## src/sv/mlfq_pkg.sv

```systemverilog
package mlfq_pkg;

  typedef enum logic [3:0] {
    ST_IDLE,
    ST_DRD,
    ST_DCALC,
    ST_DDONE,
    ST_BRD,
    ST_BMOVE,
    ST_OUT
  } mlfq_state_e;

  localparam logic FUNC_ARRIVE   = 1'b0;
  localparam logic FUNC_DISPATCH = 1'b1;

  localparam logic [1:0] CFG_Q0    = 2'd0;
  localparam logic [1:0] CFG_Q1    = 2'd1;
  localparam logic [1:0] CFG_Q2    = 2'd2;
  localparam logic [1:0] CFG_BOOST = 2'd3;

endpackage

```

## src/sv/mlfq_slice_scheduler_core.sv

```systemverilog
// Three-level feedback queue scheduler. Raise start with func_i=0 to add a
// task to level 0, or func_i=1 to run one slice. Every request returns exactly
// one result, marked by a one-cycle done_o strobe that cannot be stalled.
// busy is high while a request is in work. An arrival passes through the
// output step only; a dispatch passes through ring read, task read, update,
// boost check and output; a dispatch with nothing ready passes through boost
// check and output. A dispatch that triggers a priority boost adds a boost
// pass that moves every queued entry from levels 2 and 1 into level 0, one
// at a time, since every move is a read then a write of the single ring
// memory. The next request can be accepted at the edge that ends the done_o
// cycle. Task and ring state sit in synchronous RAMs and need no clearing
// after reset. Configuration is accepted only while busy is low.
module mlfq_slice_scheduler_core #(
  parameter int MAX_TASKS = 64
) (
  input  logic        clk_i,
  input  logic        rst_ni,
  input  logic        start,
  output logic        busy,
  output logic        done_o,
  input  logic        func_i,
  input  logic [5:0]  proc_id_i,
  input  logic [15:0] burst_time_i,
  input  logic [31:0] arrival_time_i,
  input  logic        cfg_valid_i,
  output logic        cfg_ready_o,
  input  logic [1:0]  cfg_index_i,
  input  logic [15:0] cfg_data_i,
  output logic [5:0]  ran_id_o,
  output logic [1:0]  ran_level_o,
  output logic [15:0] slice_len_o,
  output logic [31:0] time_after_o,
  output logic        task_done_o,
  output logic [31:0] turnaround_o,
  output logic        went_idle_o,
  output logic        boosted_o,
  output logic        arrival_dropped_o
);
  import mlfq_pkg::*;

  localparam int AW = (MAX_TASKS > 1) ? $clog2(MAX_TASKS) : 1;
  localparam int CW = AW + 1;

  // Task store and one ring memory (address is level * MAX_TASKS + position).
  logic [15:0]   rem_mem [MAX_TASKS];
  logic [31:0]   arr_mem [MAX_TASKS];
  logic [AW-1:0] ring_mem [3*MAX_TASKS];

  logic [15:0] q0_q, q1_q, q2_q, bi_q;
  logic [AW-1:0] head_q [3];
  logic [CW-1:0] cnt_q [3];
  logic [31:0] time_q;
  logic [16:0] since_q;
  mlfq_state_e state_q, state_d;

  // latched request and result
  logic          func_q;
  logic [AW-1:0] slot_q;
  logic [1:0]    lvl_q;
  logic [15:0]   slice_q;
  logic [31:0]   tat_q;
  logic          done_q, idle_q, boost_q, drop_q;

  // memory ports
  logic           ring_we;
  logic [AW+1:0]  ring_waddr, ring_raddr;
  logic [AW-1:0]  ring_wdata, ring_rd_q;
  logic           task_we;
  logic [AW-1:0]  task_waddr, task_raddr;
  logic [15:0]    task_wrem, rem_rd_q;
  logic [31:0]    task_warr, arr_rd_q;
  logic           arr_we;

  function automatic logic [AW+1:0] raddr(input logic [1:0] l, input logic [AW-1:0] i);
    raddr = (AW+2)'(l) * (AW+2)'(MAX_TASKS) + (AW+2)'(i);
  endfunction

  // ring position h + n, wrapped at MAX_TASKS (n never exceeds MAX_TASKS)
  function automatic logic [AW-1:0] ring_pos(input logic [AW-1:0] h,
                                             input logic [CW-1:0] n);
    logic [CW-1:0] s;
    s = CW'(h) + n;
    ring_pos = (s >= CW'(MAX_TASKS)) ? AW'(s - CW'(MAX_TASKS)) : AW'(s);
  endfunction

  always_ff @(posedge clk_i) begin
    if (ring_we) ring_mem[ring_waddr] <= ring_wdata;
    ring_rd_q <= ring_mem[ring_raddr];
    if (task_we) rem_mem[task_waddr] <= task_wrem;
    if (arr_we) arr_mem[task_waddr] <= task_warr;
    rem_rd_q <= rem_mem[task_raddr];
    arr_rd_q <= arr_mem[task_raddr];
  end

  assign busy        = (state_q != ST_IDLE);
  assign cfg_ready_o = !busy;

  // level selection and tail positions
  logic [1:0]    sel_lvl;
  logic          none_ready;
  logic [AW-1:0] tail0, tailn;
  logic [15:0]   quant;
  logic [15:0]   slice_c;
  logic [15:0]   rem_new;
  logic [16:0]   since_sum;
  logic [1:0]    push_lvl;

  always_comb begin
    none_ready = 1'b0;
    sel_lvl = 2'd0;
    if (cnt_q[0] != '0) sel_lvl = 2'd0;
    else if (cnt_q[1] != '0) sel_lvl = 2'd1;
    else if (cnt_q[2] != '0) sel_lvl = 2'd2;
    else none_ready = 1'b1;
    tail0 = ring_pos(head_q[0], cnt_q[0]);
    push_lvl = (lvl_q == 2'd2) ? 2'd2 : lvl_q + 2'd1;
    tailn = ring_pos(head_q[push_lvl], cnt_q[push_lvl]);
    case (lvl_q)
      2'd0:    quant = q0_q;
      2'd1:    quant = q1_q;
      default: quant = q2_q;
    endcase
    slice_c   = (rem_rd_q < quant) ? rem_rd_q : quant;
    rem_new   = rem_rd_q - slice_c;
    since_sum = since_q + 17'(slice_q);
  end

  always_comb begin
    state_d    = state_q;
    ring_we    = 1'b0;
    ring_waddr = raddr(2'd0, tail0);
    ring_wdata = slot_q;
    ring_raddr = raddr(sel_lvl, head_q[sel_lvl]);
    task_we    = 1'b0;
    arr_we     = 1'b0;
    task_waddr = slot_q;
    task_raddr = ring_rd_q;
    task_wrem  = burst_time_i;
    task_warr  = arrival_time_i;
    unique case (state_q)
      ST_IDLE: begin
        task_waddr = AW'(proc_id_i);
        if (start) begin
          if (func_i == FUNC_ARRIVE) begin
            state_d = ST_OUT;
            if (32'(proc_id_i) < 32'(MAX_TASKS) && cnt_q[0] != CW'(MAX_TASKS)) begin
              task_we = 1'b1;
              arr_we  = 1'b1;
              ring_we = 1'b1;
              ring_wdata = AW'(proc_id_i);
            end
          end else begin
            state_d = none_ready ? ST_DDONE : ST_DRD;
          end
        end
      end
      ST_DRD:   state_d = ST_DCALC;
      ST_DCALC: begin
        task_we   = 1'b1;
        task_waddr = slot_q;
        task_wrem = rem_new;
        // a push into a full level is lost
        if (rem_new != '0 && cnt_q[push_lvl] != CW'(MAX_TASKS)) begin
          ring_we    = 1'b1;
          ring_waddr = raddr(push_lvl, tailn);
        end
        state_d = ST_DDONE;
      end
      ST_DDONE: state_d = (since_sum >= 17'(bi_q)) ? ST_BRD : ST_OUT;
      ST_BRD: begin
        if (cnt_q[2] != '0) begin
          ring_raddr = raddr(2'd2, head_q[2]);
          state_d = ST_BMOVE;
        end else if (cnt_q[1] != '0) begin
          ring_raddr = raddr(2'd1, head_q[1]);
          state_d = ST_BMOVE;
        end else begin
          state_d = ST_OUT;
        end
      end
      ST_BMOVE: begin
        ring_wdata = ring_rd_q;
        ring_we    = (cnt_q[0] != CW'(MAX_TASKS));
        state_d    = ST_BRD;
      end
      ST_OUT:  state_d = ST_IDLE;
      default: state_d = ST_IDLE;
    endcase
  end

  always_ff @(posedge clk_i or negedge rst_ni) begin
    if (!rst_ni) begin
      state_q <= ST_IDLE;
      q0_q <= 16'd2; q1_q <= 16'd4; q2_q <= 16'd6; bi_q <= 16'd50;
      for (int i = 0; i < 3; i++) begin
        head_q[i] <= '0;
        cnt_q[i]  <= '0;
      end
      time_q <= '0; since_q <= '0;
      done_o <= 1'b0;
    end else begin
      state_q <= state_d;
      done_o  <= (state_q == ST_OUT);
      if (cfg_valid_i && cfg_ready_o) begin
        unique case (cfg_index_i)
          CFG_Q0:    q0_q <= cfg_data_i;
          CFG_Q1:    q1_q <= cfg_data_i;
          CFG_Q2:    q2_q <= cfg_data_i;
          CFG_BOOST: bi_q <= cfg_data_i;
        endcase
      end
      unique case (state_q)
        ST_IDLE: begin
          if (start && func_i == FUNC_ARRIVE && ring_we) cnt_q[0] <= cnt_q[0] + 1'b1;
          if (start && func_i == FUNC_DISPATCH && !none_ready) begin
            head_q[sel_lvl] <= ring_pos(head_q[sel_lvl], CW'(1));
            cnt_q[sel_lvl]  <= cnt_q[sel_lvl] - 1'b1;
          end
          if (start && func_i == FUNC_DISPATCH && none_ready) begin
            time_q <= time_q + 32'd1;
            since_q <= since_q + 17'd1;
          end
        end
        ST_DRD: ;
        ST_DCALC: begin
          time_q <= time_q + 32'(slice_c);
          if (rem_new != '0 && cnt_q[push_lvl] != CW'(MAX_TASKS))
            cnt_q[push_lvl] <= cnt_q[push_lvl] + 1'b1;
        end
        ST_DDONE: begin
          if (since_sum >= 17'(bi_q)) since_q <= '0;
          else since_q <= since_sum;
        end
        ST_BRD: begin
          if (cnt_q[2] != '0) begin
            head_q[2] <= ring_pos(head_q[2], CW'(1));
            cnt_q[2]  <= cnt_q[2] - 1'b1;
          end else if (cnt_q[1] != '0) begin
            head_q[1] <= ring_pos(head_q[1], CW'(1));
            cnt_q[1]  <= cnt_q[1] - 1'b1;
          end
        end
        ST_BMOVE: if (ring_we) cnt_q[0] <= cnt_q[0] + 1'b1;
        default: ;
      endcase
    end
  end

  // request/result payload registers
  always_ff @(posedge clk_i) begin
    case (state_q)
      ST_IDLE: if (start) begin
        func_q  <= func_i;
        slot_q  <= AW'(proc_id_i);
        lvl_q   <= sel_lvl;
        slice_q <= '0;
        tat_q   <= '0;
        done_q  <= 1'b0;
        boost_q <= 1'b0;
        idle_q  <= (func_i == FUNC_DISPATCH) && none_ready;
        drop_q  <= (func_i == FUNC_ARRIVE) && !ring_we;
      end
      ST_DRD: slot_q <= ring_rd_q;
      ST_DCALC: begin
        slice_q <= slice_c;
        done_q  <= (rem_new == '0);
        tat_q   <= (rem_new == '0) ? time_q + 32'(slice_c) - arr_rd_q : '0;
      end
      ST_DDONE: boost_q <= (since_sum >= 17'(bi_q));
      default: ;
    endcase
  end

  // slice only counts toward since_boost once; idle dispatch leaves slice 0
  assign ran_id_o          = (func_q == FUNC_DISPATCH && !idle_q) ? 6'(slot_q) : '0;
  assign ran_level_o       = (func_q == FUNC_DISPATCH && !idle_q) ? lvl_q : '0;
  assign slice_len_o       = slice_q;
  assign time_after_o      = time_q;
  assign task_done_o       = done_q;
  assign turnaround_o      = tat_q;
  assign went_idle_o       = idle_q;
  assign boosted_o         = boost_q;
  assign arrival_dropped_o = drop_q;

  a_one_result: assert property (@(posedge clk_i) disable iff (!rst_ni)
    done_o |=> !done_o) else $error("result strobe held");
  a_cnt_bound: assert property (@(posedge clk_i) disable iff (!rst_ni)
    cnt_q[0] <= CW'(MAX_TASKS)) else $error("level 0 count overflow");
  a_done_idle: assert property (@(posedge clk_i) disable iff (!rst_ni)
    done_o |-> !busy) else $error("result while busy");
endmodule
```

## config.mk

```make
export PLATFORM = sky130hd
export DESIGN_NAME = mlfq_slice_scheduler_core
export DESIGN_NICKNAME = d
export VERILOG_FILES = /design/src/sv/mlfq_pkg.sv /design/src/sv/mlfq_slice_scheduler_core.sv
export SDC_FILE = /design/constraint.sdc
export NUM_CORES = 2
export LEC_CHECK = 0
export BUFFER_PORTS_ARGS = -buffer_cell sky130_fd_sc_hd__buf_2
export CORE_MARGIN = 2
export CORE_UTILIZATION = 60
export DETAILED_ROUTE_END_ITERATION = 8
export PLACE_DENSITY_LB_ADDON = 0.3
export SYNTH_ARGS = -nofsm -noshare
export SYNTH_HDL_FRONTEND = slang
export SYNTH_MEMORY_MAX_BITS = 65536
export SYNTH_SLANG_ARGS = --single-unit
```

## constraint.sdc

```tcl
create_clock -name clk_i -period 24.5 [get_ports clk_i]
set_input_delay 2.45 -clock clk_i [delete_from_list [all_inputs] [get_ports clk_i]]
set_output_delay 2.45 -clock clk_i [all_outputs]
set_load 0.01 [all_outputs]
```

==> summary.md <==
| Metric | Value |
|---|---|
| Syn nets | `9904` |
| Count leader, synth | `edfxtp_1` |
| CP max stage delay | `1.12 ns` |
| CTS Sinks | `4495` |
| Share of cells above drive strength 1 | `0.234` |
| Fin util | `0.672` |
| Primary FF master, synth | `edfxtp_1` |
| Initial antenna violation count | `49` |
| Clock Tree Root | `clkbuf_16` |
| Peak supply drop | `182 uV` |
| Worst hold path type | `flip-flop to flip-flop` |
| Buf/Inv on CP | `4` |
| CTS max path bufs | `4` |
| GR Layer Usage met2 | `0.504` |
| Overall Power | `27.8 mW` |
| Antenna Violating Nets Remaining | `0` |
| DR vias | `99599` |
| Worst-Margin Slew | `1.38 ns` |
| Top cell type's share of synthesized area | `0.709` |
| Fin crit share | `0.448` |
| Yosys warnings | `0` |
| Synth top area cells | `edfxtp_1 (71%), mux4_2 (14%), dfrtp_1 (2.1%), nand2_1 (2.0%), nor2_1 (1.1%)` |
| Largest net degree at the start of global routing | `154` |
| Final GP Congestion | `0.953` |
| GR peak layer | `met2` |
| Core area | `301000 um^2` |
| Fillers | `18339` |
| Layout area overhead | `11.2%` |
| Post-synth top area cell | `edfxtp_1` |
| Mapped Area | `181000 um^2` |
| Status | `completed` |
| Final worst setup slack | `13.52 ns` |
| Post-cts sizing count | `0` |
| Most used cell along the critical path | `ha_1` |
| Die Width | `554 um` |
| Worst skew pair latency | `1.02 ns` |
| Number of flops mapped to enable cells by yosys | `4285` |
| Pins Over Slew Limit | `0` |
| Total wire length | `496000 um` |
| I/O Buffers | `171` |
| Grt met3 use | `0.0750` |
| Worst setup EP type | `flip-flop` |
| RSZ-0062 raised after global routing | `no` |
| Pre-Repair DR Iteration Count | `9` |
| Crit path DAT | `11.58 ns` |
| Number of core rows | `201` |
| Nets | `10238` |
| CP top delay family | `simple AND/OR/NAND/NOR gates` |
| Final Hold Viols | `0` |
| Die area | `307000 um^2` |
| Grt met1 use | `0.447` |
| Cell area power density | `138 nW/um^2` |
| Final std cells w/o fill | `14388` |
| Initial Util | `0.604` |
| Hold_buf cts | `0` |
| Netlist cell types | `119` |
| Detailed placement HPWL | `284000 um` |
| Maximum capacitance violations | `0` |
| Syn Area/Cell | `18.7 um^2` |
| Post-synthesis sequential area ratio | `0.736` |
| Slowest-stage cell, CP | `a41oi_4` |
| Asr flop ratio synth | `0.0347` |
| Global-route wire length before repair | `710000 um` |
| Setup TNS | `0 ns` |
| FMAX | `0.0911 GHz` |
| Max-Slew Margin vs Limit | `0.0746` |
| Placed cell count | `13562` |
| Cts bufs inserted | `430` |
| Via-per-instance ratio | `6.92` |
| Grt ovf | `0` |
| Number of global-route vias before repair | `99227` |
| CTS tree | `done` |
| Leak Pwr | `65.2 nW` |
| Drt first-iter violations | `15884` |
| IO Count | `172` |
| Setup Buffers After CTS | `0` |
| Top cells by count, synth | `edfxtp_1 (4285), mux4_2 (1115), nand2_1 (967), nor2_1 (532), nand3_1 (339)` |
| Crit path max fanout | `37` |
| WL per Instance | `34.5 um` |
| Critical Path RT | `25.10 ns` |
| Flops & latches, synth | `4495` |
| Tot GR Track Use | `0.323` |
| WS Path Type | `flip-flop to flip-flop` |
| Setup Skew | `0.127 ns` |
| Clock transition at path regs | `0.06 ns` |
| Finished layout cell area | `202000 um^2` |
| Number of remaining DRC errors | `0` |
| Cells after synthesis | `9702` |
| Hold WS | `0.504 ns` |
| Die height | `554 um` |
| Htree depth | `5` |
| Final min period | `10.98 ns` |
| Multi-input gate area | `45800 um^2` |
| Placed cell areas | `188000 um^2` |
| Setup WS pre-CTS | `13.70 ns` |
| Register area | `134000 um^2` |
| Final setup violation count | `0` |
| CP startpoint kind | `flip-flop` |
## registers in the layout, indices dropped and copies added, names as in the netlist, 18 cells and up
register,flops
arr_mem,2048
arr_rd_q,32
cnt_q,21
head_q,18
rem_mem,1024
ring_mem,1152
time_after_o,32
turnaround_o,32
## final cells by class
class	instances	share of cell area
Clock buffer	546	0.0565
Sequential cell	4495	0.662
Timing Repair Buffer	430	0.0141
Inverter	111	0.00206
Antenna cell	23	0.000285
Tap cell	3958	0.0245
Clock inverter	257	0.0131
Multi-Input combinational cell	4568	0.227
## worst paths after layout
| check | start | end | slack [ns] | depth (start not counted) |
|---|---|---|---|---|
| worst min-delay path | q1_q[12] | q1_q[12] | 0.50 | 1 |
| worst max register to register | lvl_q[0] | ring_mem[32][2] | 13.52 | 29 |
| max in group asynchronous | rst_ni | head_q[16] | 21.42 | 2 |
| min in group asynchronous | rst_ni | time_after_o[21] | 1.63 | 1 |
| worst min register to register | q1_q[12] | q1_q[12] | 0.50 | 1 |
| worst max-delay path | lvl_q[0] | ring_mem[32][2] | 13.52 | 29 |
## kinds of logic (layout without fill, tap and decap cells)
| group | Yosys count | in the layout | share of synthesized area |
|---|---|---|---|
| simple gates | 2186 | 2186 | 0.0531 |
| mux | 1242 | 1242 | 0.146 |
| fa+ha+maj | 130 | 130 | 0.00911 |
| other cells | 0 | 23 | 0 |
| flops | 4495 | 4495 | 0.736 |
| buf+inv | 639 | 1344 | 0.0154 |
| xor+xnor | 157 | 157 | 0.00770 |
| compound gates | 853 | 853 | 0.0323 |
## routing by layer
| layer | vias up | part of all wire |
|---|---|---|
| met1 | 51149 | 0.36 |
| met3 | 1126 | 0.12 |
| li1 | 39759 | - |
| met2 | 7531 | 0.47 |
| met4 | 34 | 0.043 |
| met5 | - | 0.00056 |
## report_power, final
| part | internal, mW | switching (mW) | leakage, nW |
|---|---|---|---|
| combinational | 4.07 | 7.42 | 17.4 |
| sequential | 9.25 | 0.349 | 41.0 |
| clock | 3.76 | 2.90 | 6.83 |
| total | 17.1 | 10.7 | 65.2 |
## cells in the final DEF, fill, tap and decap left out, types with 52 or more instances in the layout
master     Yosys  final
a21oi_1      200    199
a22oi_1       62     62
a31oi_1      100     99
and3_1        85     85
buf_2         91    170
buf_4         25    255
clkbuf_1     299    100
clkbuf_16      0    435
clkinv_1       1     93
clkinv_2       0     75
dfrtp_1      149    149
edfxtp_1    4285   4285
ha_1         120    120
inv_1        110    110
mux2_2        85     85
mux4_2      1115   1115
nand2_1      967    956
nand3_1      339    339
nor2_1       532    466
nor2_4         1     70
nor3_1        55     52
o21ai_0      149    143
xnor2_1       96     96
xor2_1        58     58
Note: power is estimated with default switching activity, not from simulation.
